File: src/rtl/tesp_pkg.sv
// ----------------------------------------------------------------------------
// tesp_pkg
// Shared types, codes and constants of the terminal escape sequence parser.
// ----------------------------------------------------------------------------
package tesp_pkg;

    // Default sizes of the parameter and title stores
    localparam int MAX_PARAMS_DEF = 16;
    localparam int OSC_BYTES_DEF  = 32;

    // Queue depths (powers of two)
    localparam int CMDQ_DEPTH = 2;
    localparam int OUTQ_DEPTH = 4;

    // Width of the parameter count carried in a command (covers counts up to 127)
    localparam int CNT_W = 7;

    // Marker of a parameter that had no digits
    localparam logic [16:0] MISSING = 17'h10000;

    // Stream bytes
    localparam logic [7:0] CH_ESC   = 8'h1B;
    localparam logic [7:0] CH_BEL   = 8'h07;
    localparam logic [7:0] CH_LF    = 8'h0A;
    localparam logic [7:0] CH_CR    = 8'h0D;
    localparam logic [7:0] CH_BS    = 8'h08;
    localparam logic [7:0] CH_TAB   = 8'h09;
    localparam logic [7:0] CH_SPACE = 8'h20;
    localparam logic [7:0] CH_DEL   = 8'h7F;
    localparam logic [7:0] CH_LBRK  = 8'h5B;
    localparam logic [7:0] CH_RBRK  = 8'h5D;
    localparam logic [7:0] CH_BSL   = 8'h5C;
    localparam logic [7:0] CH_QUEST = 8'h3F;
    localparam logic [7:0] CH_SEMI  = 8'h3B;
    localparam logic [7:0] CH_ZERO  = 8'h30;
    localparam logic [7:0] CH_NINE  = 8'h39;
    localparam logic [7:0] CH_UA    = 8'h41;
    localparam logic [7:0] CH_UB    = 8'h42;
    localparam logic [7:0] CH_UC    = 8'h43;
    localparam logic [7:0] CH_UD    = 8'h44;
    localparam logic [7:0] CH_UG    = 8'h47;
    localparam logic [7:0] CH_UH    = 8'h48;
    localparam logic [7:0] CH_UJ    = 8'h4A;
    localparam logic [7:0] CH_UK    = 8'h4B;
    localparam logic [7:0] CH_LF_F  = 8'h66;
    localparam logic [7:0] CH_LH    = 8'h68;
    localparam logic [7:0] CH_LL    = 8'h6C;
    localparam logic [7:0] CH_LM    = 8'h6D;
    localparam logic [7:0] CH_LR    = 8'h72;

    // Action codes
    localparam logic [4:0] ACT_PRINT     = 5'd0;
    localparam logic [4:0] ACT_NEWLINE   = 5'd1;
    localparam logic [4:0] ACT_CR        = 5'd2;
    localparam logic [4:0] ACT_BS        = 5'd3;
    localparam logic [4:0] ACT_TAB       = 5'd4;
    localparam logic [4:0] ACT_UP        = 5'd5;
    localparam logic [4:0] ACT_DOWN      = 5'd6;
    localparam logic [4:0] ACT_FWD       = 5'd7;
    localparam logic [4:0] ACT_BACK      = 5'd8;
    localparam logic [4:0] ACT_COLUMN    = 5'd9;
    localparam logic [4:0] ACT_POS       = 5'd10;
    localparam logic [4:0] ACT_ERASE_EOS = 5'd11;
    localparam logic [4:0] ACT_ERASE_SCR = 5'd12;
    localparam logic [4:0] ACT_ERASE_EOL = 5'd13;
    localparam logic [4:0] ACT_SCROLL    = 5'd16;
    localparam logic [4:0] ACT_SGR_RESET = 5'd17;
    localparam logic [4:0] ACT_ATTR      = 5'd18;
    localparam logic [4:0] ACT_FG_DEF    = 5'd19;
    localparam logic [4:0] ACT_BG_DEF    = 5'd20;
    localparam logic [4:0] ACT_FG_PAL    = 5'd21;
    localparam logic [4:0] ACT_FG_RGB    = 5'd23;
    localparam logic [4:0] ACT_CURSOR    = 5'd25;
    localparam logic [4:0] ACT_ALT_SCR   = 5'd26;
    localparam logic [4:0] ACT_TITLE     = 5'd27;
    localparam logic [4:0] ACT_TITLE_CH  = 5'd28;
    localparam logic [4:0] ACT_MAX       = 5'd28;

    // Command kinds passed from front to back
    typedef enum logic [1:0] {
        CMD_SIMPLE,
        CMD_CSI,
        CMD_TITLE
    } t_cmd_kind;

    typedef struct packed {
        t_cmd_kind         kind;
        logic [4:0]        act;   // simple action code
        logic [15:0]       data;  // printed byte, CSI final byte or title length
        logic              priv;  // private '?' sequence
        logic [CNT_W-1:0]  cnt;   // parameter count
    } t_cmd;

    typedef struct packed {
        logic [4:0]  act;
        logic [15:0] value;
        logic [15:0] arg_a;
        logic [7:0]  arg_b;
        logic        last;
    } t_result;

endpackage

File: src/rtl/tesp_fifo.sv
// ----------------------------------------------------------------------------
// tesp_fifo
// Small synchronous queue with registered storage.
// ----------------------------------------------------------------------------
module tesp_fifo #(
    parameter int WIDTH = 8,
    parameter int DEPTH = 2
) (
    input  logic             i_clk,
    input  logic             i_rst_n,
    input  logic             i_push,
    input  logic [WIDTH-1:0] i_data,
    output logic             o_full,
    input  logic             i_pop,
    output logic [WIDTH-1:0] o_data,
    output logic             o_empty
);
    localparam int AW = (DEPTH > 1) ? $clog2(DEPTH) : 1;

    logic [WIDTH-1:0] r_mem [DEPTH];
    logic [AW-1:0]    r_wr;
    logic [AW-1:0]    r_rd;
    logic [AW:0]      r_cnt;
    logic             push_ok;
    logic             pop_ok;

    assign o_full  = (r_cnt == (AW+1)'(DEPTH));
    assign o_empty = (r_cnt == '0);
    assign push_ok = i_push && !o_full;
    assign pop_ok  = i_pop && !o_empty;
    assign o_data  = r_mem[r_rd];

    // Advance pointers and fill count
    always_ff @(posedge i_clk) begin
        if (!i_rst_n) begin
            r_wr  <= '0;
            r_rd  <= '0;
            r_cnt <= '0;
        end else begin
            if (push_ok) begin
                r_wr <= (r_wr == AW'(DEPTH-1)) ? '0 : r_wr + 1'b1;
            end
            if (pop_ok) begin
                r_rd <= (r_rd == AW'(DEPTH-1)) ? '0 : r_rd + 1'b1;
            end
            if (push_ok && !pop_ok) begin
                r_cnt <= r_cnt + 1'b1;
            end else if (pop_ok && !push_ok) begin
                r_cnt <= r_cnt - 1'b1;
            end
        end
    end

    // Store item
    always_ff @(posedge i_clk) begin
        if (push_ok) begin
            r_mem[r_wr] <= i_data;
        end
    end

endmodule

File: src/rtl/tesp_front.sv
// ----------------------------------------------------------------------------
// tesp_front
// Byte classifier: mode tracking, parameter and title capture, and command
// issue toward the back end.
// ----------------------------------------------------------------------------
module tesp_front #(
    parameter int MAX_PARAMS = 16,
    parameter int OSC_BYTES  = 32
) (
    input  logic                            i_clk,
    input  logic                            i_rst_n,
    input  logic                            i_push,
    input  logic [7:0]                      i_byte_in,
    output logic                            o_full,
    output tesp_pkg::t_cmd                  o_cmd,
    output logic                            o_cmd_push,
    input  logic                            i_cmdq_full,
    input  logic                            i_done,
    input  logic [$clog2(MAX_PARAMS)-1:0]   i_prd_idx,
    output logic [16:0]                     o_prd_data,
    input  logic [$clog2(OSC_BYTES)-1:0]    i_ord_idx,
    output logic [7:0]                      o_ord_data
);
    import tesp_pkg::*;

    localparam int PIW = $clog2(MAX_PARAMS);
    localparam int PCW = $clog2(MAX_PARAMS + 1);
    localparam int OIW = $clog2(OSC_BYTES);
    localparam int OLW = $clog2(OSC_BYTES + 1);

    typedef enum logic [2:0] {
        M_NORMAL,
        M_ESCAPE,
        M_CSI,
        M_OSC,
        M_OSCESC
    } t_mode;

    t_mode          r_mode, n_mode;
    logic [PCW-1:0] r_pcnt, n_pcnt;
    logic [16:0]    r_cur, n_cur;
    logic           r_priv, n_priv;
    logic [OLW-1:0] r_olen, n_olen;
    logic           r_lock, n_lock;
    logic [16:0]    r_pstore [MAX_PARAMS];
    logic [7:0]     r_obuf [OSC_BYTES];

    logic           accept;
    logic           pwe;
    logic           owe;
    logic [15:0]    dval;
    logic [19:0]    prod;
    logic           is_digit;
    logic           room;
    logic [PCW-1:0] cnt_closed;

    assign o_full     = i_cmdq_full || r_lock;
    assign accept     = i_push && !o_full;
    assign o_prd_data = r_pstore[i_prd_idx];
    assign o_ord_data = r_obuf[i_ord_idx];

    assign is_digit   = (i_byte_in >= CH_ZERO) && (i_byte_in <= CH_NINE);
    assign dval       = r_cur[16] ? 16'd0 : r_cur[15:0];
    assign prod       = {1'b0, dval, 3'b000} + {3'b000, dval, 1'b0}
                        + {16'd0, i_byte_in[3:0]};
    assign room       = (r_pcnt < PCW'(MAX_PARAMS));
    assign cnt_closed = room ? r_pcnt + 1'b1 : r_pcnt;

    // Classify the byte and issue commands
    always_comb begin
        n_mode     = r_mode;
        n_pcnt     = r_pcnt;
        n_cur      = r_cur;
        n_priv     = r_priv;
        n_olen     = r_olen;
        n_lock     = r_lock;
        pwe        = 1'b0;
        owe        = 1'b0;
        o_cmd_push = 1'b0;
        o_cmd      = '{kind: CMD_SIMPLE, act: ACT_PRINT, data: {8'd0, i_byte_in},
                       priv: r_priv, cnt: CNT_W'(cnt_closed)};
        if (i_done) begin
            n_lock = 1'b0;
        end
        if (accept) begin
            case (r_mode)
                M_NORMAL: begin
                    o_cmd_push = 1'b1;
                    if (i_byte_in == CH_ESC) begin
                        o_cmd_push = 1'b0;
                        n_mode     = M_ESCAPE;
                    end else if (i_byte_in == CH_LF) begin
                        o_cmd.act  = ACT_NEWLINE;
                        o_cmd.data = '0;
                    end else if (i_byte_in == CH_CR) begin
                        o_cmd.act  = ACT_CR;
                        o_cmd.data = '0;
                    end else if (i_byte_in == CH_BS) begin
                        o_cmd.act  = ACT_BS;
                        o_cmd.data = '0;
                    end else if (i_byte_in == CH_TAB) begin
                        o_cmd.act  = ACT_TAB;
                        o_cmd.data = '0;
                    end else if (i_byte_in < CH_SPACE || i_byte_in == CH_DEL) begin
                        o_cmd_push = 1'b0;
                    end
                end
                M_ESCAPE: begin
                    if (i_byte_in == CH_LBRK) begin
                        n_mode = M_CSI;
                        n_pcnt = '0;
                        n_cur  = MISSING;
                        n_priv = 1'b0;
                    end else if (i_byte_in == CH_RBRK) begin
                        n_mode = M_OSC;
                        n_olen = '0;
                    end else begin
                        n_mode = M_NORMAL;
                    end
                end
                M_CSI: begin
                    if (i_byte_in == CH_QUEST && r_pcnt == '0 && r_cur == MISSING) begin
                        n_priv = 1'b1;
                    end else if (is_digit) begin
                        n_cur = (prod > 20'd65535) ? 17'h0FFFF : {1'b0, prod[15:0]};
                    end else begin
                        // Close the open parameter
                        pwe    = room;
                        n_pcnt = cnt_closed;
                        n_cur  = MISSING;
                        if (i_byte_in != CH_SEMI) begin
                            o_cmd_push = 1'b1;
                            o_cmd.kind = CMD_CSI;
                            n_lock     = 1'b1;
                            n_pcnt     = '0;
                            n_priv     = 1'b0;
                            n_mode     = M_NORMAL;
                        end
                    end
                end
                M_OSC: begin
                    if (i_byte_in == CH_BEL) begin
                        o_cmd_push = 1'b1;
                        o_cmd.kind = CMD_TITLE;
                        o_cmd.data = 16'(r_olen);
                        n_lock     = 1'b1;
                        n_mode     = M_NORMAL;
                    end else if (i_byte_in == CH_ESC) begin
                        n_mode = M_OSCESC;
                    end else if (r_olen < OLW'(OSC_BYTES)) begin
                        owe    = 1'b1;
                        n_olen = r_olen + 1'b1;
                    end
                end
                M_OSCESC: begin
                    if (i_byte_in == CH_BSL) begin
                        o_cmd_push = 1'b1;
                        o_cmd.kind = CMD_TITLE;
                        o_cmd.data = 16'(r_olen);
                        n_lock     = 1'b1;
                    end
                    n_mode = M_NORMAL;
                end
                default: begin
                    n_mode = M_NORMAL;
                end
            endcase
        end
    end

    // Hold parse state
    always_ff @(posedge i_clk) begin
        if (!i_rst_n) begin
            r_mode <= M_NORMAL;
            r_pcnt <= '0;
            r_cur  <= MISSING;
            r_priv <= 1'b0;
            r_olen <= '0;
            r_lock <= 1'b0;
        end else begin
            r_mode <= n_mode;
            r_pcnt <= n_pcnt;
            r_cur  <= n_cur;
            r_priv <= n_priv;
            r_olen <= n_olen;
            r_lock <= n_lock;
        end
    end

    // Write parameter and title stores
    always_ff @(posedge i_clk) begin
        if (pwe) begin
            r_pstore[r_pcnt[PIW-1:0]] <= r_cur;
        end
        if (owe) begin
            r_obuf[r_olen[OIW-1:0]] <= i_byte_in;
        end
    end

endmodule

File: src/rtl/tesp_back.sv
// ----------------------------------------------------------------------------
// tesp_back
// Command executor: walks stored parameters and title bytes and produces
// actions one command at a time, tagging the final action of each byte.
// ----------------------------------------------------------------------------
module tesp_back #(
    parameter int MAX_PARAMS = 16,
    parameter int OSC_BYTES  = 32
) (
    input  logic                            i_clk,
    input  logic                            i_rst_n,
    input  tesp_pkg::t_cmd                  i_cmd,
    input  logic                            i_cmd_valid,
    output logic                            o_cmd_pop,
    input  logic [15:0]                     i_screen_rows,
    output logic [$clog2(MAX_PARAMS)-1:0]   o_prd_idx,
    input  logic [16:0]                     i_prd_data,
    output logic [$clog2(OSC_BYTES)-1:0]    o_ord_idx,
    input  logic [7:0]                      i_ord_data,
    output tesp_pkg::t_result               o_res,
    output logic                            o_res_push,
    input  logic                            i_res_full,
    output logic                            o_done
);
    import tesp_pkg::*;

    localparam int PIW = $clog2(MAX_PARAMS);
    localparam int OIW = $clog2(OSC_BYTES);

    typedef enum logic [3:0] {
        S_IDLE,
        S_C0,
        S_C1,
        S_SGR,
        S_SGR_M,
        S_SGR_IDX,
        S_SGR_R,
        S_SGR_G,
        S_SGR_B,
        S_PRIV,
        S_T_SCAN,
        S_T_EMIT,
        S_FLUSH
    } t_state;

    t_state           r_state, n_state;
    t_cmd             r_cmd, n_cmd;
    logic [CNT_W-1:0] r_i, n_i;
    logic [16:0]      r_a0, n_a0;
    logic             r_base, n_base;
    logic [7:0]       r_r, n_r;
    logic [7:0]       r_g, n_g;
    logic [9:0]       r_sel, n_sel;
    t_result          r_pend, n_pend;
    logic             r_pend_v, n_pend_v;

    logic             emit;
    t_result          e_res;
    logic             go;
    logic [CNT_W:0]   i_ext;
    logic [CNT_W:0]   cnt_ext;
    logic             p_valid;
    logic [16:0]      praw;
    logic [15:0]      az;
    logic [15:0]      ar0;
    logic [15:0]      ar1;
    logic [15:0]      bot;
    logic [7:0]       fin;
    logic [7:0]       ch;
    logic [13:0]      sel_next;

    // Value or default when missing or zero
    function automatic logic [15:0] arg_or(input logic [16:0] raw, input logic [15:0] def);
        logic [15:0] res;
        res = (raw[16] || raw == 17'd0) ? def : raw[15:0];
        return res;
    endfunction

    function automatic logic [7:0] clamp255(input logic [15:0] v);
        logic [7:0] res;
        res = (v > 16'd255) ? 8'd255 : v[7:0];
        return res;
    endfunction

    assign o_prd_idx = r_i[PIW-1:0];
    assign o_ord_idx = r_i[OIW-1:0];
    assign i_ext     = {1'b0, r_i};
    assign cnt_ext   = {1'b0, r_cmd.cnt};
    assign p_valid   = (r_i < r_cmd.cnt);
    assign praw      = p_valid ? i_prd_data : MISSING;
    assign az        = praw[16] ? 16'd0 : praw[15:0];
    assign ar0       = arg_or(r_a0, 16'd1);
    assign ar1       = arg_or(praw, 16'd1);
    assign bot       = arg_or(praw, i_screen_rows);
    assign fin       = r_cmd.data[7:0];
    assign ch        = i_ord_data;
    assign sel_next  = {r_sel, 3'b000} + {3'b000, r_sel, 1'b0} + {10'd0, ch[3:0]};

    // Sequence one command
    always_comb begin
        n_state  = r_state;
        n_cmd    = r_cmd;
        n_i      = r_i;
        n_a0     = r_a0;
        n_base   = r_base;
        n_r      = r_r;
        n_g      = r_g;
        n_sel    = r_sel;
        emit     = 1'b0;
        e_res    = '{act: ACT_SGR_RESET, value: '0, arg_a: '0, arg_b: '0, last: 1'b0};
        go       = 1'b1;
        o_cmd_pop  = 1'b0;
        o_res_push = 1'b0;
        o_res      = r_pend;
        o_done     = 1'b0;
        case (r_state)
            S_IDLE: begin
                if (i_cmd_valid) begin
                    n_cmd = i_cmd;
                    n_i   = '0;
                    n_sel = '0;
                    case (i_cmd.kind)
                        CMD_SIMPLE: begin
                            go         = !i_res_full;
                            o_res_push = 1'b1;
                            o_res      = '{act: i_cmd.act, value: i_cmd.data, arg_a: '0,
                                           arg_b: '0, last: 1'b1};
                        end
                        CMD_CSI: begin
                            if (i_cmd.priv) begin
                                n_state = (i_cmd.data[7:0] == CH_LH ||
                                           i_cmd.data[7:0] == CH_LL) ? S_PRIV : S_FLUSH;
                            end else if (i_cmd.data[7:0] == CH_LM) begin
                                n_state = S_SGR;
                            end else begin
                                n_state = S_C0;
                            end
                        end
                        CMD_TITLE: begin
                            n_state = S_T_SCAN;
                        end
                        default: begin
                            n_state = S_IDLE;
                        end
                    endcase
                    o_cmd_pop = go;
                end
            end
            S_C0: begin
                n_a0    = praw;
                n_i     = r_i + 1'b1;
                n_state = S_C1;
            end
            S_C1: begin
                n_state = S_FLUSH;
                emit    = 1'b1;
                case (fin)
                    CH_UA: begin
                        e_res.act   = ACT_UP;
                        e_res.value = ar0;
                    end
                    CH_UB: begin
                        e_res.act   = ACT_DOWN;
                        e_res.value = ar0;
                    end
                    CH_UC: begin
                        e_res.act   = ACT_FWD;
                        e_res.value = ar0;
                    end
                    CH_UD: begin
                        e_res.act   = ACT_BACK;
                        e_res.value = ar0;
                    end
                    CH_UG: begin
                        e_res.act   = ACT_COLUMN;
                        e_res.value = ar0 - 1'b1;
                    end
                    CH_UH, CH_LF_F: begin
                        e_res.act   = ACT_POS;
                        e_res.value = ar0 - 1'b1;
                        e_res.arg_a = ar1 - 1'b1;
                    end
                    CH_UJ: begin
                        if (r_a0[16] || r_a0 == 17'd0) begin
                            e_res.act = ACT_ERASE_EOS;
                        end else if (r_a0 == 17'd2) begin
                            e_res.act = ACT_ERASE_SCR;
                        end else begin
                            emit = 1'b0;
                        end
                    end
                    CH_UK: begin
                        if (r_a0[16]) begin
                            e_res.act = ACT_ERASE_EOL;
                        end else if (r_a0 <= 17'd2) begin
                            e_res.act = ACT_ERASE_EOL + r_a0[4:0];
                        end else begin
                            emit = 1'b0;
                        end
                    end
                    CH_LR: begin
                        e_res.act   = ACT_SCROLL;
                        e_res.value = ar0 - 1'b1;
                        e_res.arg_a = (bot == 16'd0) ? 16'd0 : bot - 1'b1;
                    end
                    default: begin
                        emit = 1'b0;
                    end
                endcase
            end
            S_SGR: begin
                if (!p_valid) begin
                    n_state = S_FLUSH;
                end else begin
                    n_i  = r_i + 1'b1;
                    emit = 1'b1;
                    if (az == 16'd0) begin
                        e_res.act = ACT_SGR_RESET;
                    end else if (az == 16'd1 || az == 16'd3 || az == 16'd4 ||
                                 az == 16'd7 || az == 16'd9) begin
                        e_res.act   = ACT_ATTR;
                        e_res.value = az;
                        e_res.arg_a = 16'd1;
                    end else if (az == 16'd22 || az == 16'd23 || az == 16'd24 ||
                                 az == 16'd27 || az == 16'd29) begin
                        e_res.act   = ACT_ATTR;
                        e_res.value = az - 16'd20;
                    end else if (az == 16'd39) begin
                        e_res.act = ACT_FG_DEF;
                    end else if (az == 16'd49) begin
                        e_res.act = ACT_BG_DEF;
                    end else if (az == 16'd38 || az == 16'd48) begin
                        emit   = 1'b0;
                        n_base = (az == 16'd48);
                        if (i_ext + 1'b1 < cnt_ext) begin
                            n_state = S_SGR_M;
                        end
                    end else if (az >= 16'd30 && az <= 16'd37) begin
                        e_res.act   = ACT_FG_PAL;
                        e_res.value = az - 16'd30;
                    end else if (az >= 16'd90 && az <= 16'd97) begin
                        e_res.act   = ACT_FG_PAL;
                        e_res.value = az - 16'd82;
                    end else if (az >= 16'd40 && az <= 16'd47) begin
                        e_res.act   = ACT_FG_PAL + 5'd1;
                        e_res.value = az - 16'd40;
                    end else if (az >= 16'd100 && az <= 16'd107) begin
                        e_res.act   = ACT_FG_PAL + 5'd1;
                        e_res.value = az - 16'd92;
                    end else begin
                        emit = 1'b0;
                    end
                end
            end
            S_SGR_M: begin
                if (az == 16'd5 && i_ext + 1'b1 < cnt_ext) begin
                    n_i     = r_i + 1'b1;
                    n_state = S_SGR_IDX;
                end else if (az == 16'd2 && i_ext + 2'd3 < cnt_ext) begin
                    n_i     = r_i + 1'b1;
                    n_state = S_SGR_R;
                end else begin
                    n_state = S_SGR;
                end
            end
            S_SGR_IDX: begin
                emit        = 1'b1;
                e_res.act   = ACT_FG_PAL + {4'd0, r_base};
                e_res.value = az;
                n_i         = r_i + 1'b1;
                n_state     = S_SGR;
            end
            S_SGR_R: begin
                n_r     = clamp255(az);
                n_i     = r_i + 1'b1;
                n_state = S_SGR_G;
            end
            S_SGR_G: begin
                n_g     = clamp255(az);
                n_i     = r_i + 1'b1;
                n_state = S_SGR_B;
            end
            S_SGR_B: begin
                emit        = 1'b1;
                e_res.act   = ACT_FG_RGB + {4'd0, r_base};
                e_res.value = {8'd0, r_r};
                e_res.arg_a = {8'd0, r_g};
                e_res.arg_b = clamp255(az);
                n_i         = r_i + 1'b1;
                n_state     = S_SGR;
            end
            S_PRIV: begin
                if (!p_valid) begin
                    n_state = S_FLUSH;
                end else begin
                    n_i         = r_i + 1'b1;
                    e_res.value = {15'd0, fin == CH_LH};
                    if (praw == 17'd1049) begin
                        emit      = 1'b1;
                        e_res.act = ACT_ALT_SCR;
                    end else if (praw == 17'd25) begin
                        emit      = 1'b1;
                        e_res.act = ACT_CURSOR;
                    end
                end
            end
            S_T_SCAN: begin
                if (16'(r_i) >= r_cmd.data) begin
                    n_state = S_FLUSH;
                end else if (ch == CH_SEMI) begin
                    if (r_i == '0 || (r_sel != 10'd0 && r_sel != 10'd2)) begin
                        n_state = S_FLUSH;
                    end else begin
                        emit        = 1'b1;
                        e_res.act   = ACT_TITLE;
                        e_res.value = r_cmd.data - 16'(r_i) - 16'd1;
                        n_i         = r_i + 1'b1;
                        n_state     = S_T_EMIT;
                    end
                end else if (ch >= CH_ZERO && ch <= CH_NINE) begin
                    n_sel = (sel_next > 14'd1000) ? 10'd1000 : sel_next[9:0];
                    n_i   = r_i + 1'b1;
                end else begin
                    n_state = S_FLUSH;
                end
            end
            S_T_EMIT: begin
                if (16'(r_i) >= r_cmd.data) begin
                    n_state = S_FLUSH;
                end else begin
                    emit        = 1'b1;
                    e_res.act   = ACT_TITLE_CH;
                    e_res.value = {8'd0, ch};
                    n_i         = r_i + 1'b1;
                end
            end
            S_FLUSH: begin
                // Release the held action as the final one of this byte
                o_res      = '{act: r_pend.act, value: r_pend.value, arg_a: r_pend.arg_a,
                               arg_b: r_pend.arg_b, last: 1'b1};
                o_res_push = r_pend_v;
                go         = !(r_pend_v && i_res_full);
                o_done     = go;
                n_state    = S_IDLE;
            end
            default: begin
                n_state = S_IDLE;
            end
        endcase
        // Push the previously held action when a new one arrives
        if (emit && r_pend_v) begin
            o_res_push = 1'b1;
            go         = !i_res_full;
        end
    end

    always_comb begin
        n_pend   = r_pend;
        n_pend_v = r_pend_v;
        if (emit) begin
            n_pend   = e_res;
            n_pend_v = 1'b1;
        end else if (r_state == S_FLUSH) begin
            n_pend_v = 1'b0;
        end
    end

    // Advance when the result queue can take what this step pushes
    always_ff @(posedge i_clk) begin
        if (!i_rst_n) begin
            r_state  <= S_IDLE;
            r_pend_v <= 1'b0;
        end else if (go) begin
            r_state  <= n_state;
            r_pend_v <= n_pend_v;
        end
    end

    always_ff @(posedge i_clk) begin
        if (go) begin
            r_cmd  <= n_cmd;
            r_i    <= n_i;
            r_a0   <= n_a0;
            r_base <= n_base;
            r_r    <= n_r;
            r_g    <= n_g;
            r_sel  <= n_sel;
            r_pend <= n_pend;
        end
    end

endmodule

File: src/rtl/terminal_escape_sequence_parser.sv
// ----------------------------------------------------------------------------
// terminal_escape_sequence_parser
// Terminal byte stream to terminal action stream, with front/back split.
// ----------------------------------------------------------------------------
// Bytes are pushed one at a time and actions are popped from a result queue;
// each action carries last on the final action caused by its byte. A plain
// byte (text or a known control byte) is taken while full is low, and its
// action passes through the command queue and then the result queue. A CSI
// final byte or a title terminator hands the sequence to the executor, which
// reads the parameter or title store one entry per cycle while the result
// queue has room. While such a sequence executes, full stays high.
// screen_rows resets to 24 and is written through the cfg channel, which is
// always ready.
module terminal_escape_sequence_parser
    import tesp_pkg::*;
#(
    parameter int MAX_PARAMS = MAX_PARAMS_DEF,
    parameter int OSC_BYTES  = OSC_BYTES_DEF
) (
    input  logic        i_clk,
    input  logic        i_rst_n,
    input  logic        push,
    output logic        full,
    input  logic [7:0]  i_byte_in,
    output logic        empty,
    input  logic        pop,
    output logic [4:0]  o_action,
    output logic [15:0] o_value,
    output logic [15:0] o_arg_a,
    output logic [7:0]  o_arg_b,
    output logic        o_last,
    input  logic        i_cfg_valid,
    output logic        o_cfg_ready,
    input  logic [15:0] i_cfg_data
);
    localparam int PIW = $clog2(MAX_PARAMS);
    localparam int OIW = $clog2(OSC_BYTES);

    logic [15:0]    r_screen_rows;
    t_cmd           front_cmd;
    logic           front_push;
    logic [$bits(t_cmd)-1:0] q_data;
    t_cmd           back_cmd;
    logic           cmdq_full;
    logic           cmdq_empty;
    logic           cmd_pop;
    logic           done;
    logic [PIW-1:0] prd_idx;
    logic [16:0]    prd_data;
    logic [OIW-1:0] ord_idx;
    logic [7:0]     ord_data;
    t_result        res;
    logic           res_push;
    logic           res_full;
    t_result        out_res;
    logic [$bits(t_result)-1:0] out_data;

    // Hold the screen height register
    assign o_cfg_ready = 1'b1;
    always_ff @(posedge i_clk) begin
        if (!i_rst_n) begin
            r_screen_rows <= 16'd24;
        end else if (i_cfg_valid) begin
            r_screen_rows <= i_cfg_data;
        end
    end

    tesp_front #(
        .MAX_PARAMS (MAX_PARAMS),
        .OSC_BYTES  (OSC_BYTES)
    ) u_front (
        .i_clk       (i_clk),
        .i_rst_n     (i_rst_n),
        .i_push      (push),
        .i_byte_in   (i_byte_in),
        .o_full      (full),
        .o_cmd       (front_cmd),
        .o_cmd_push  (front_push),
        .i_cmdq_full (cmdq_full),
        .i_done      (done),
        .i_prd_idx   (prd_idx),
        .o_prd_data  (prd_data),
        .i_ord_idx   (ord_idx),
        .o_ord_data  (ord_data)
    );

    tesp_fifo #(
        .WIDTH ($bits(t_cmd)),
        .DEPTH (CMDQ_DEPTH)
    ) u_cmdq (
        .i_clk   (i_clk),
        .i_rst_n (i_rst_n),
        .i_push  (front_push),
        .i_data  (front_cmd),
        .o_full  (cmdq_full),
        .i_pop   (cmd_pop),
        .o_data  (q_data),
        .o_empty (cmdq_empty)
    );

    assign back_cmd = t_cmd'(q_data);

    tesp_back #(
        .MAX_PARAMS (MAX_PARAMS),
        .OSC_BYTES  (OSC_BYTES)
    ) u_back (
        .i_clk         (i_clk),
        .i_rst_n       (i_rst_n),
        .i_cmd         (back_cmd),
        .i_cmd_valid   (!cmdq_empty),
        .o_cmd_pop     (cmd_pop),
        .i_screen_rows (r_screen_rows),
        .o_prd_idx     (prd_idx),
        .i_prd_data    (prd_data),
        .o_ord_idx     (ord_idx),
        .i_ord_data    (ord_data),
        .o_res         (res),
        .o_res_push    (res_push),
        .i_res_full    (res_full),
        .o_done        (done)
    );

    tesp_fifo #(
        .WIDTH ($bits(t_result)),
        .DEPTH (OUTQ_DEPTH)
    ) u_outq (
        .i_clk   (i_clk),
        .i_rst_n (i_rst_n),
        .i_push  (res_push),
        .i_data  (res),
        .o_full  (res_full),
        .i_pop   (pop),
        .o_data  (out_data),
        .o_empty (empty)
    );

    assign out_res  = t_result'(out_data);
    assign o_action = out_res.act;
    assign o_value  = out_res.value;
    assign o_arg_a  = out_res.arg_a;
    assign o_arg_b  = out_res.arg_b;
    assign o_last   = out_res.last;

endmodule

File: config.mk
export PLATFORM = sky130hd
export DESIGN_NAME = terminal_escape_sequence_parser
export DESIGN_NICKNAME = d
export VERILOG_FILES = /design/src/rtl/tesp_pkg.sv /design/src/rtl/tesp_fifo.sv /design/src/rtl/tesp_front.sv /design/src/rtl/tesp_back.sv /design/src/rtl/terminal_escape_sequence_parser.sv
export SDC_FILE = /design/constraint.sdc
export NUM_CORES = 1
export LEC_CHECK = 0
export BUFFER_PORTS_ARGS = -buffer_cell sky130_fd_sc_hd__buf_4
export CAP_MARGIN = 25
export CORE_MARGIN = 5
export CORE_UTILIZATION = 40
export DETAILED_ROUTE_END_ITERATION = 12
export GPL_TIMING_DRIVEN = 1
export HOLD_SLACK_MARGIN = 0.08
export SYNTH_ARGS = -nofsm -noshare
export SYNTH_HDL_FRONTEND = slang
export SYNTH_HIERARCHICAL = 1
export SYNTH_SLANG_ARGS = --single-unit
File: constraint.sdc
create_clock -name i_clk -period 7.55 [get_ports i_clk]
set_clock_uncertainty 0.05 [all_clocks]
set_input_delay 1.51 -clock i_clk [delete_from_list [all_inputs] [get_ports i_clk]]
set_output_delay 1.51 -clock i_clk [all_outputs]
set_load 0.005 [all_outputs]
== Word level (Yosys, flattened, before mapping) ==
Memory sizes are Yosys's and may differ from the RTL's. A register that Yosys moved wholly into a read port is not among the register bits.
Cells that the tools add are included.
Operators by class
  bitwise logic cells: 6
  equal/unequal tests: 103
  add/subtract/negate cells: 30
  reductions and logical operators: 88
  muxes and demuxes: 216
  order comparisons: 23
Operators by type and width (number)
  2-to-1 mux 21 bit: 12
  one-hot mux 21 bit (7 select lines): 1
  == test 8 x 7 -> 1 bit, second input constant: 18
  2-to-1 mux 16 bit: 9
  one-hot mux 16 bit (3 select lines): 2
  2-to-1 mux 46 bit: 2
  one-hot mux 46 bit (2 select lines): 1
  == test 16 x 5 -> 1 bit, second input constant: 5
  2-to-1 mux 1 bit: 79
  2-to-1 mux 5 bit: 15
  2-to-1 mux 17 bit: 4
  2-to-1 mux 4 bit: 17
  == test 16 x 6 -> 1 bit, second input constant: 4
  one-hot mux 16 bit (2 select lines): 2
  subtractor 16 x 1 -> 16 bit, second input constant: 4
  2-to-1 mux 7 bit: 9
  2-to-1 mux 19 bit: 3
  2-to-1 mux 10 bit: 5
  == test 16 x 3 -> 1 bit, second input constant: 3
  one-hot mux 5 bit (9 select lines): 1
  one-hot mux 4 bit (11 select lines): 1
  one-hot mux 7 bit (6 select lines): 1
  2-to-1 mux 20 bit: 2
  2-to-1 mux 3 bit: 13
  other kinds (107): 253
Word-level totals
  memories kept: 4
  bits in writable memories: 770
  register bits after elaboration: 184
  logic and storage cells: 497
  output and inout port bits: 49
Memories
  u_front.r_pstore: words 16, bits a word 17, read ports 1, clocked after Yosys merged registers in 1, write ports 1, RTL line tesp_front.sv:45  | logic [16:0] r_pstore [MAX_PARAMS];
  u_front.r_obuf: words 32, bits a word 8, read ports 1, clocked after Yosys merged registers in 1, write ports 1, RTL line tesp_front.sv:46  | logic [7:0] r_obuf [OSC_BYTES];
  u_outq.r_mem: words 4, bits a word 46, read ports 1, clocked after Yosys merged registers in 1, write ports 1, RTL line tesp_fifo.sv:20  | logic [WIDTH-1:0] r_mem [DEPTH];
  u_cmdq.r_mem: words 2, bits a word 29, read ports 1, clocked after Yosys merged registers in 1, write ports 1, RTL line tesp_fifo.sv:20

== Logic depth before layout (Yosys ltp) ==
Gate-level depths: netlist (run 1).
  depth in word-level cells: 24
  depth in mapped cells: 32
  depth with buffers taken out: 24

== Hierarchy ==
Netlist (run 1), hierarchy kept.
Modules (own cells, without submodules)
  tesp_front: cells an instance 1233, area an instance 23533.8 um^2, instances 1
  tesp_back: cells an instance 1282, area an instance 11021.8 um^2, instances 1
  tesp_fifo at u_outq: cells an instance 291, area an instance 7180.6 um^2, instances 1
  tesp_fifo at u_cmdq: cells an instance 121, area an instance 2459.9 um^2, instances 1
  terminal_escape_sequence_parser: cells an instance 54, area an instance 625.6 um^2, instances 1

== Least setup slack after synthesis (run 1) ==
Ideal clock, no wire load.
  path type: register to register
  from: register u_back.r_i[0]
  to: register u_back/r_pend[10] in the netlist's numbering, enable pin
  arrival time: 7.581 ns
  setup time: 0.452 ns
  data required time: 7.048 ns
  period minus slack after synthesis: 8.083 ns
  slack: -0.533 ns
  path buffers: 6
  cell stages (with the launch flop): 22
  cell sequence: edfxtp_1 buf_4 clkbuf_1 buf_2 buf_1 mux4_2 mux4_2 or2_2 o21ba_2 a21boi_1 buf_2 buf_2 nand2_1 inv_1 ha_1 nand2_1 o41a_1 a311oi_2 nor3b_1 nand3_1 a211oi_1 nor2b_1
On the way
  longest elaborated chain between the ends: 20
Ends and longest elaborated chain
  start, declared: RTL line tesp_back.sv:48  | logic [CNT_W-1:0] r_i, n_i;
  start signal, assigned: RTL line tesp_back.sv:382  | r_i <= n_i;
  less-than comparator 7 bit: RTL line tesp_back.sv:89  | assign p_valid = (r_i < r_cmd.cnt);
  2-to-1 mux 17 bit: RTL line tesp_back.sv:90  | assign praw = p_valid ? i_prd_data : MISSING;
  2-to-1 mux 16 bit: RTL line tesp_back.sv:91  | assign az = praw[16] ? 16'd0 : praw[15:0];
  greater-or-equal comparator 16 x 7 -> 1 bit / <= comparator 16 x 7 -> 1 bit (equally long branches): RTL line tesp_back.sv:247  | end else if (az >= 16'd100 && az <= 16'd107) begin
  logical AND 1 bit: RTL line tesp_back.sv:247
  2-to-1 mux 1 bit: RTL line tesp_back.sv:247
  2-to-1 mux 1 bit: RTL line tesp_back.sv:244  | end else if (az >= 16'd40 && az <= 16'd47) begin
  2-to-1 mux 1 bit: RTL line tesp_back.sv:241  | end else if (az >= 16'd90 && az <= 16'd97) begin
  (+4 left out)
  2-to-1 mux 1 bit: RTL line tesp_back.sv:224  | end else if (az == 16'd22 || az == 16'd23 || az == 16'd24 ||
  2-to-1 mux 1 bit: RTL line tesp_back.sv:219  | end else if (az == 16'd1 || az == 16'd3 || az == 16'd4 ||
  2-to-1 mux 1 bit: RTL line tesp_back.sv:217  | if (az == 16'd0) begin
  2-to-1 mux 1 bit: RTL line tesp_back.sv:212  | if (!p_valid) begin
  one-hot mux 1 bit (6 select lines) (*): RTL line tesp_back.sv:116  | case (r_state)
  logical AND 1 bit: RTL line tesp_back.sv:351  | if (emit && r_pend_v) begin
  2-to-1 mux 1 bit: RTL line tesp_back.sv:351
  AND reduction 2 bit (no source line) (*)
  end signal, assigned: RTL line tesp_back.sv:388  | r_pend <= n_pend;
  end, declared: RTL line tesp_back.sv:54  | t_result r_pend, n_pend;
Mark *: on every way between the ends. The rest lies on a longest branch, timed or not.
A chain may end at the register's enable or synchronous reset.

== Final worst setup path (run 1) ==
  from: register u_back.r_i[0]
  to: register u_outq.r_cnt[2]
On the way
  longest elaborated chain between the ends: 23
Ends and longest elaborated chain
  less-than comparator 7 bit: RTL line tesp_back.sv:89
  2-to-1 mux 17 bit: RTL line tesp_back.sv:90
  2-to-1 mux 16 bit: RTL line tesp_back.sv:91
  greater-or-equal comparator 16 x 7 -> 1 bit / <= comparator 16 x 7 -> 1 bit (equally long branches): RTL line tesp_back.sv:247
  logical AND 1 bit: RTL line tesp_back.sv:247
  2-to-1 mux 1 bit: RTL line tesp_back.sv:247
  2-to-1 mux 1 bit: RTL line tesp_back.sv:244
  2-to-1 mux 1 bit: RTL line tesp_back.sv:241
  (+8 left out)
  one-hot mux 1 bit (6 select lines) (*): RTL line tesp_back.sv:116
  logical AND 1 bit (*): RTL line tesp_back.sv:351
  2-to-1 mux 1 bit (*): RTL line tesp_back.sv:351
  named net res_push: RTL line terminal_escape_sequence_parser.sv:53  | logic res_push;
  logical AND 1 bit (*): RTL line tesp_fifo.sv:29  | assign push_ok = i_push && !o_full;
  logical NOT 1 bit: RTL line tesp_fifo.sv:48  | end else if (pop_ok && !push_ok) begin
  logical AND 1 bit: RTL line tesp_fifo.sv:48
  nonzero test 2 bit (no source line)
  end signal, assigned: RTL line tesp_fifo.sv:47  | r_cnt <= r_cnt + 1'b1;
  end signal, assigned: RTL line tesp_fifo.sv:49  | r_cnt <= r_cnt - 1'b1;
  end, declared: RTL line tesp_fifo.sv:23  | logic [AW:0] r_cnt;
The timed path passes the listed nets; every way through them passes the cells marked *.

==> run_results.csv, run 1 <==
group,metric,value,unit
final_layout,layout.cells.non_filler,4623,
yosys,synthTopCellsByArea,"edfxtp_1 60%, mux4_2 10%, ha_1 3.3%, dfxtp_1 3.0%, mux2_2 1.6%",
timing,rsz0062_at_grt,"no",
detailed_routing,drtPass1Iterations,6,
detailed_routing,route.detailed.drc,0,
final_layout,final_layout_size_suffix_gt1_share,20.4,%
yosys,yosysMostFrequentCell,"edfxtp_1",
die,dieArea,119000,um2
grt,gr-usage-all-layers,18.1,%
pwr,ir_drop,0.190,mV
grt,busiest_layer,"met2",
detailed_routing,drt-vias-per-instance,5.70,
die,row_count,122,
yosys,yosys.area_share.simple,8.96,%
yosys,yosysTopAreaCellShare,59.8,%
yosys,synthAdderAreaFrac,3.49,%
grt,grt_pass1_wl,165000,um
setup_path,crit_path_end_kind,"register",
grt,gr-usage-met2,30.0,%
yosys,synth_edf_count,893,
timing,period_needed,6980,ps
placed_design,dp_hpwl,72700,um
yosys,synth_compound_area_share,7.63,%
clock_network,numClockSinks,961,
setup_path,critical_path.max_fanout,9,
timing,clock.fmax,143,MHz
yosys,synth_mux_area_share,12.8,%
clock_network,cts-root-buf,"clkbuf_16",
setup_path,crit_path_start,"u_back/r_i[0]$_SDFFCE_PN0P_",
yosys,ys_ff_latch,961,
placed_design,place_inst,4441,
setup_path,cp-start-kind,"register",
setup_path,cp.buffers_inverters,3,
timing,setup_tns,0,ps
setup_path,cp_slowest_cell,"mux4_2",
clock_network,clockBufferDepth,3,
die,die_h,345,um
grt,grt_util_met3,2.75,%
die,core_area,111000,um2
yosys,synth_top_family_by_area,"multiplexers",
clock_network,clkLatencyLatePin,670,ps
timing,maxSlewViolCount,0,
yosys,synth_xor_area_share,1.50,%
detailed_routing,drtAntennaViolNets,0,
yosys,yosysUniqueCellTypes,116,
pwr,p_leak,17.0,nW
timing,setup_violations,0,
timing,fin_crit_sh,92.5,%
die,ioPinCount,78,
job,timing.max_cap.violations,0,
clock_network,postCtsHoldBufs,0,
grt,antenna_found_initial,0,
setup_path,critPathArrivalTime,7510,ps
die,start_util,40.4,%
clock_network,numCtsBuffers,95,
pwr,power,17.7,mW
final_layout,seq_area,28200,um2
yosys,synth-main-ff-cell,"edfxtp_1",
placed_design,io_buffers,76,
grt,grt_pass1_vias,26200,
status,status,"complete, no violations",
detailed_routing,wirelength,109000,um
clock_network,htree_levels,3,
yosys,synth-seq-area-share,62.9,%
timing,max_slew_margin,31.8,%
timing,worst_pin_slew,1020,ps
setup_path,cp.required,8080,ps
yosys,synthesis.area,44800,um2
final_layout,fin_nets,3204,
final_layout,multiInputGateArea,15600,um2
worst_hold_path,min_from,"u_front/r_priv$_SDFFE_PN0P_",
worst_hold_path,min_path_type,"register to register",
setup_path,r2r-start,"u_back/r_i[0]$_SDFFCE_PN0P_",
yosys,syn_area_per_cell,15.0,um2
final_layout,antenna_cells,0,
setup_path,crit_family,"compound AO/OA/AOI/OAI gates",
final_layout,area_growth,12.0,%
yosys,yosysTopAreaCell,"edfxtp_1",
yosys,synthCells,2981,
setup_path,cpPeakStageDelay,560,ps
grt,grt-ovfl-total,0,
setup_path,crit_type,"register to register",
final_layout,fillers,9721,
pwr,powerDensity,352,nW/um2
grt,grt_max_degree,54,
clock_network,cts_resized,0,
timing,hold_viol,0,
placed_design,gp_congestion,0.931,
setup_path,path_cells,"mux4_2 > mux4_2 > or2_2 > o21ba_2 > a21boi_4 > nand2_1 > inv_1 > ha_1 > nand2_1 > o311ai_0 > o2111ai_1 > a21o_1 > a31o_4 > nand3_1 > a211oi_1 > a31oi_1 > nor2b_1 > buf_4 > ha_1 > inv_1 > fa_1 > xor2_1 > or3_1 > a21boi_0",
clock_network,cts_tree,"built",
detailed_routing,wire_per_inst,23.6,um
yosys,synth_warnings,6,
clock_network,cts_setup_buffers,0,
die,fp.dieW,345,um
grt,grtUsageMet1,24.8,%
clock_network,clk_pin_slew_worst_paths,60,ps
detailed_routing,drtIter0Drc,2570,
detailed_routing,num_vias,26400,
yosys,synth_common_cells,"893 x edfxtp_1, 205 x mux4_2, 190 x nor2_1",
yosys,async_flop_share,0,%
final_layout,post-route-util,45.2,%
==> state kept, by name (all words and copies together) (netlist names), 2 cells and up, named ones only <==
| signal | count |
|---|---|
| u_back/cnt_ext | 7 |
| u_front/r_olen | 6 |
| u_back/r_sel | 10 |
| u_front/r_pstore | 272 |
| u_back/fin | 8 |
| u_back/r_g | 8 |
| u_front/r_mode | 3 |
| u_front/r_cur | 17 |
| u_outq/r_mem | 184 |
| u_cmdq/r_mem | 62 |
| u_outq/r_cnt | 3 |
| u_back/r_cmd | 8 |
| u_front/r_obuf | 256 |
| u_cmdq/r_cnt | 2 |
| u_back/r_i | 7 |
| u_outq/r_rd | 2 |
| u_back/r_pend | 45 |
| u_back/r_r | 8 |
| u_back/r_a0 | 17 |
| r_screen_rows | 16 |
| u_outq/r_wr | 2 |
| u_front/r_pcnt | 5 |
| u_back/r_state | 4 |
==> path summary, 6_finish.rpt <==
kind                                                endpoint  slack, ps  cells past startpoint
worst max-delay path            u_outq/r_cnt[2]$_SDFFE_PN0P_        570                     24
worst min-delay path            u_cmdq/r_mem[1][7]$_DFFE_PP_        410                      0
worst max register to register  u_outq/r_cnt[2]$_SDFFE_PN0P_        570                     24
worst min register to register  u_cmdq/r_mem[1][7]$_DFFE_PP_        410                      0
==> metal layers <==
layer  vias up  wire [um]
li1      11900          -
met1     13400      46800
met2       886      52700
met3       192       6460
met4         0       3170
met5         -          0
==> power by group <==
group	internal (mW)	leakage, nW	switching, mW
sequential	6.36	8.98	0.266
clock	2.71	1.54	2.02
combinational	2.48	6.45	3.86
==> cell families after synthesis <==
family          after synthesis
fa+ha+maj                   122
xor+xnor                     77
mux                         300
simple gates                785
compound gates              481
buf+inv                     253
other cells                   2
flops                       961
==> cell usage in the layout, fill, tap and decap left out, types with 18 or more instances in the layout <==
master and instances:
nor4_1 29, o21ai_0 93, nor2b_1 68, mux2i_1 25, ha_1 117, clkbuf_16 96
xor2_1 28, clkbuf_1 18, xnor2_1 49, nand2b_1 26, buf_4 141, a211oi_1 18
and2_1 59, a31oi_1 23, mux4_2 205, nor2_1 177, nand2_1 179, dfxtp_1 66
mux2_2 64, nand3_1 56, a21oi_1 94, inv_1 69, nor3_1 55, edfxtp_1 893
clkinv_2 25, a221o_1 21
==> area by class of cell <==
cell class                      instances  share of cell area (%)
Multi-Input combinational cell       1778                    31.1
Sequential cell                       961                    56.1
Tap cell                             1488                    3.71
Timing Repair Buffer                  146                    2.28
Clock buffer                          115                    4.95
Inverter                               71                   0.531
Clock inverter                         64                    1.34
==> through the flow <==
| stage | worst slack [ps] | hold slack, ps | area [um2] |
|---|---|---|---|
| 3_5_place_dp | 586 | 393 | 47000 |
| 5_1_grt | 163 | 434 | 50200 |
| 2_1_floorplan | 258 | 416 | 44900 |
| 6_report | 569 | 413 | 50200 |
| 4_1_cts | 554 | 410 | 50200 |
| 3_3_place_gp | 628 | 392 | 47000 |
Note: power is estimated with default switching activity, not from simulation.
==> run 2, diff against run 1 <==
--- a/config.mk
+++ b/config.mk
@@ -12,6 +12,7 @@
 export DETAILED_ROUTE_END_ITERATION = 12
 export GPL_TIMING_DRIVEN = 1
 export HOLD_SLACK_MARGIN = 0.08
+export PLACE_DENSITY = 0.65
 export SYNTH_ARGS = -nofsm -noshare
 export SYNTH_HDL_FRONTEND = slang
 export SYNTH_HIERARCHICAL = 1
==> run_results.csv, run 2 (synthesis results as in run 1) <==
group,metric,value,unit
status,status,"complete, no violations",
setup_path,crit_type,"register to register",
clock_network,clockBufferDepth,3,
clock_network,clk_pin_slew_worst_paths,60,ps
timing,setup_tns,0,ps
timing,rsz0062_at_grt,"no",
die,core_area,111000,um2
timing,clock.fmax,140,MHz
timing,setup_violations,0,
clock_network,numClockSinks,961,
clock_network,cts_tree,"built",
setup_path,critPathArrivalTime,7420,ps
setup_path,r2r_end,"u_outq/r_mem[0][6]$_DFFE_PP_",
setup_path,path_cells,"mux4_2 > mux4_2 > or2_2 > o21ba_2 > a21boi_4 > nand2_1 > inv_1 > ha_1 > nand2_1 > o311ai_0 > o2111ai_1 > a21o_1 > a31o_4 > nand3_1 > a211oi_1 > a31oi_1 > nor2b_2 > and2_2 > buf_4",
timing,period_needed,7120,ps
setup_path,cp.required,7850,ps
worst_hold_path,min_path_type,"register to register",
grt,grt_max_degree,105,
pwr,ir_drop,0.205,mV
final_layout,mostFrequentLayoutCell,"edfxtp_1",
setup_path,r2r-start,"u_back/r_i[0]$_SDFFCE_PN0P_",
pwr,p_sw,6.14,mW
final_layout,area_growth,11.9,%
placed_design,placed_area,47000,um2
grt,gr-usage-all-layers,18.0,%
setup_path,cp-start-kind,"register",
detailed_routing,wire_per_inst,23.5,um
grt,grt_pass1_vias,26200,
worst_hold_path,hold-path-cell-count,0,
final_layout,post-route-util,45.2,%
setup_path,critical_path.max_fanout,29,
timing,max_slew_margin,30.3,%
final_layout,layout_common_cells,"893 x edfxtp_1, 205 x mux4_2, 179 x nand2_1",
clock_network,cts_setup_buffers,0,
pwr,p_sw_share,34.6,%
grt,grt-ovfl-total,0,
die,start_util,40.4,%
job,timing.max_cap.violations,0,
die,row_count,122,
detailed_routing,wl_met3,6370,um
detailed_routing,drt-vias-per-instance,5.73,
setup_path,crit_path_end_kind,"register",
clock_network,numCtsBuffers,93,
detailed_routing,wl_met2,53600,um
setup_path,worstRegToRegCells,19,
die,ioPinCount,78,
setup_path,cp_slowest_cell,"and2_2",
pwr,p_leak,16.9,nW
pwr,powerDensity,354,nW/um2
timing,finalHoldWorstSlack,409,ps
placed_design,dp_hpwl,72300,um
timing,fin_crit_sh,94.3,%
grt,antenna_found_initial,1,
placed_design,gp_congestion,0.955,
die,dieArea,119000,um2
detailed_routing,drtAntennaViolNets,0,
timing,maxSlewViolCount,0,
die,die_h,345,um
pwr,clock_power_share,26.6,%
timing,worst_pin_slew,1050,ps
clock_network,htree_levels,3,
detailed_routing,top_layer_used,"met4",
clock_network,cts-root-buf,"clkbuf_16",
pwr,internal_power,11.6,mW
pwr,combPwrFrac,36.1,%
final_layout,final_layout_size_suffix_gt1_share,20.1,%
final_layout,layout.cells.non_filler,4622,
setup_path,ff2ff_setup_slack,430,ps
worst_hold_path,min_from,"u_front/r_priv$_SDFFE_PN0P_",
detailed_routing,num_vias,26500,
final_layout,largest_reg_flops,272,
final_layout,fin_nets,3206,
detailed_routing,m1WireLength,45900,um
die,fp.dieW,345,um
pwr,power,17.7,mW
final_layout,final_area,50100,um2
placed_design,io_buffers,76,
pwr,p_seq_share,37.3,%
grt,grt_pass1_wl,164000,um
worst_hold_path,hold_end,"u_cmdq/r_mem[0][7]$_DFFE_PP_",
clock_network,clkLatencyLatePin,670,ps
placed_design,place_inst,4447,
detailed_routing,drtPass1Iterations,6,
setup_path,cpPeakStageDelay,750,ps
detailed_routing,drtIter0Drc,2563,
timing,setup_slack,427,ps
timing,hold_viol,0,
detailed_routing,route.detailed.drc,0,
placed_design,pre_cts_slack,229,ps
detailed_routing,wirelength,109000,um
[run 2: cell types whose count changed in the layout (fill, tap and decap cells not counted), sizes merged]
cell / before / now
buf: 145 / 149
bufinv: 10 / 12
diode: 0 / 2
clkinv: 43 / 32
clkbuf: 116 / 119
clkinvlp: 7 / 6
[run 2: power groups by stage]
stage          clock network (mW)  registers (mW)  logic (mW)
6_report                     4.71            6.62        6.41
5_1_grt                      5.04            6.65        6.91
4_1_cts                      4.81            6.62        6.37
3_5_place_dp                    0            6.73        6.33
3_3_place_gp                    0            6.72        6.31
2_1_floorplan                   0            6.59        4.49
[run 2: area by class of cell]
class / count / area (um2)
clock inverters: 54 / 657
well taps: 1488 / 1860
diodes: 2 / 5.00
multi-input cells: 1778 / 15600
repair buffers: 150 / 1140
inverters: 71 / 267
fillers: 9599 / 60800
clock buffers: 118 / 2450
flip-flops and latches: 961 / 28200
[run 2: worst max-delay path by stage]
| stage | from | to | slack (ps) | cells after the start |
|---|---|---|---|---|
| floorplan | u_back/r_i[0]$_SDFFCE_PN0P_ | u_outq/r_cnt[2]$_SDFFE_PN0P_ | 260 | 29 |
| global placement | u_back/r_i[0]$_SDFFCE_PN0P_ | u_outq/r_mem[0][21]$_DFFE_PP_ | 320 | 15 |
| detailed placement | u_back/r_i[0]$_SDFFCE_PN0P_ | u_outq/r_mem[0][21]$_DFFE_PP_ | 230 | 15 |
| CTS | u_back/r_i[0]$_SDFFCE_PN0P_ | u_outq/r_mem[0][21]$_DFFE_PP_ | 210 | 15 |
| global route | u_back/r_i[0]$_SDFFCE_PN0P_ | u_outq/r_mem[0][18]$_DFFE_PP_ | 110 | 19 |
| finish | u_back/r_i[0]$_SDFFCE_PN0P_ | u_outq/r_mem[0][6]$_DFFE_PP_ | 430 | 19 |
[run 2: worst max-delay path: cells and delay by family, from the launching register on]
| family | cells | cell delay [ps] |
|---|---|---|
| buf+inv | 2 | 630 |
| flops | 1 | 570 |
| mux | 2 | 1050 |
| fa+ha+maj | 1 | 320 |
| simple gates | 6 | 1800 |
| compound gates | 8 | 2360 |
[run 2: per-layer routing]
| metal | vias to the layer above | track usage [%] |
|---|---|---|
| met5 | - | 0 |
| met4 | 0 | 5.45 |
| met3 | 168 | 2.43 |
| met2 | 987 | 30.4 |
| met1 | 13500 | 24.5 |
| li1 | 11900 | - |
[run 2: repair_timing]
action | 4_1_cts | 5_1_grt
hold buffers | 0 | 0
endpoints found under the setup margin | 0 | 39
resized for setup | 0 | 1
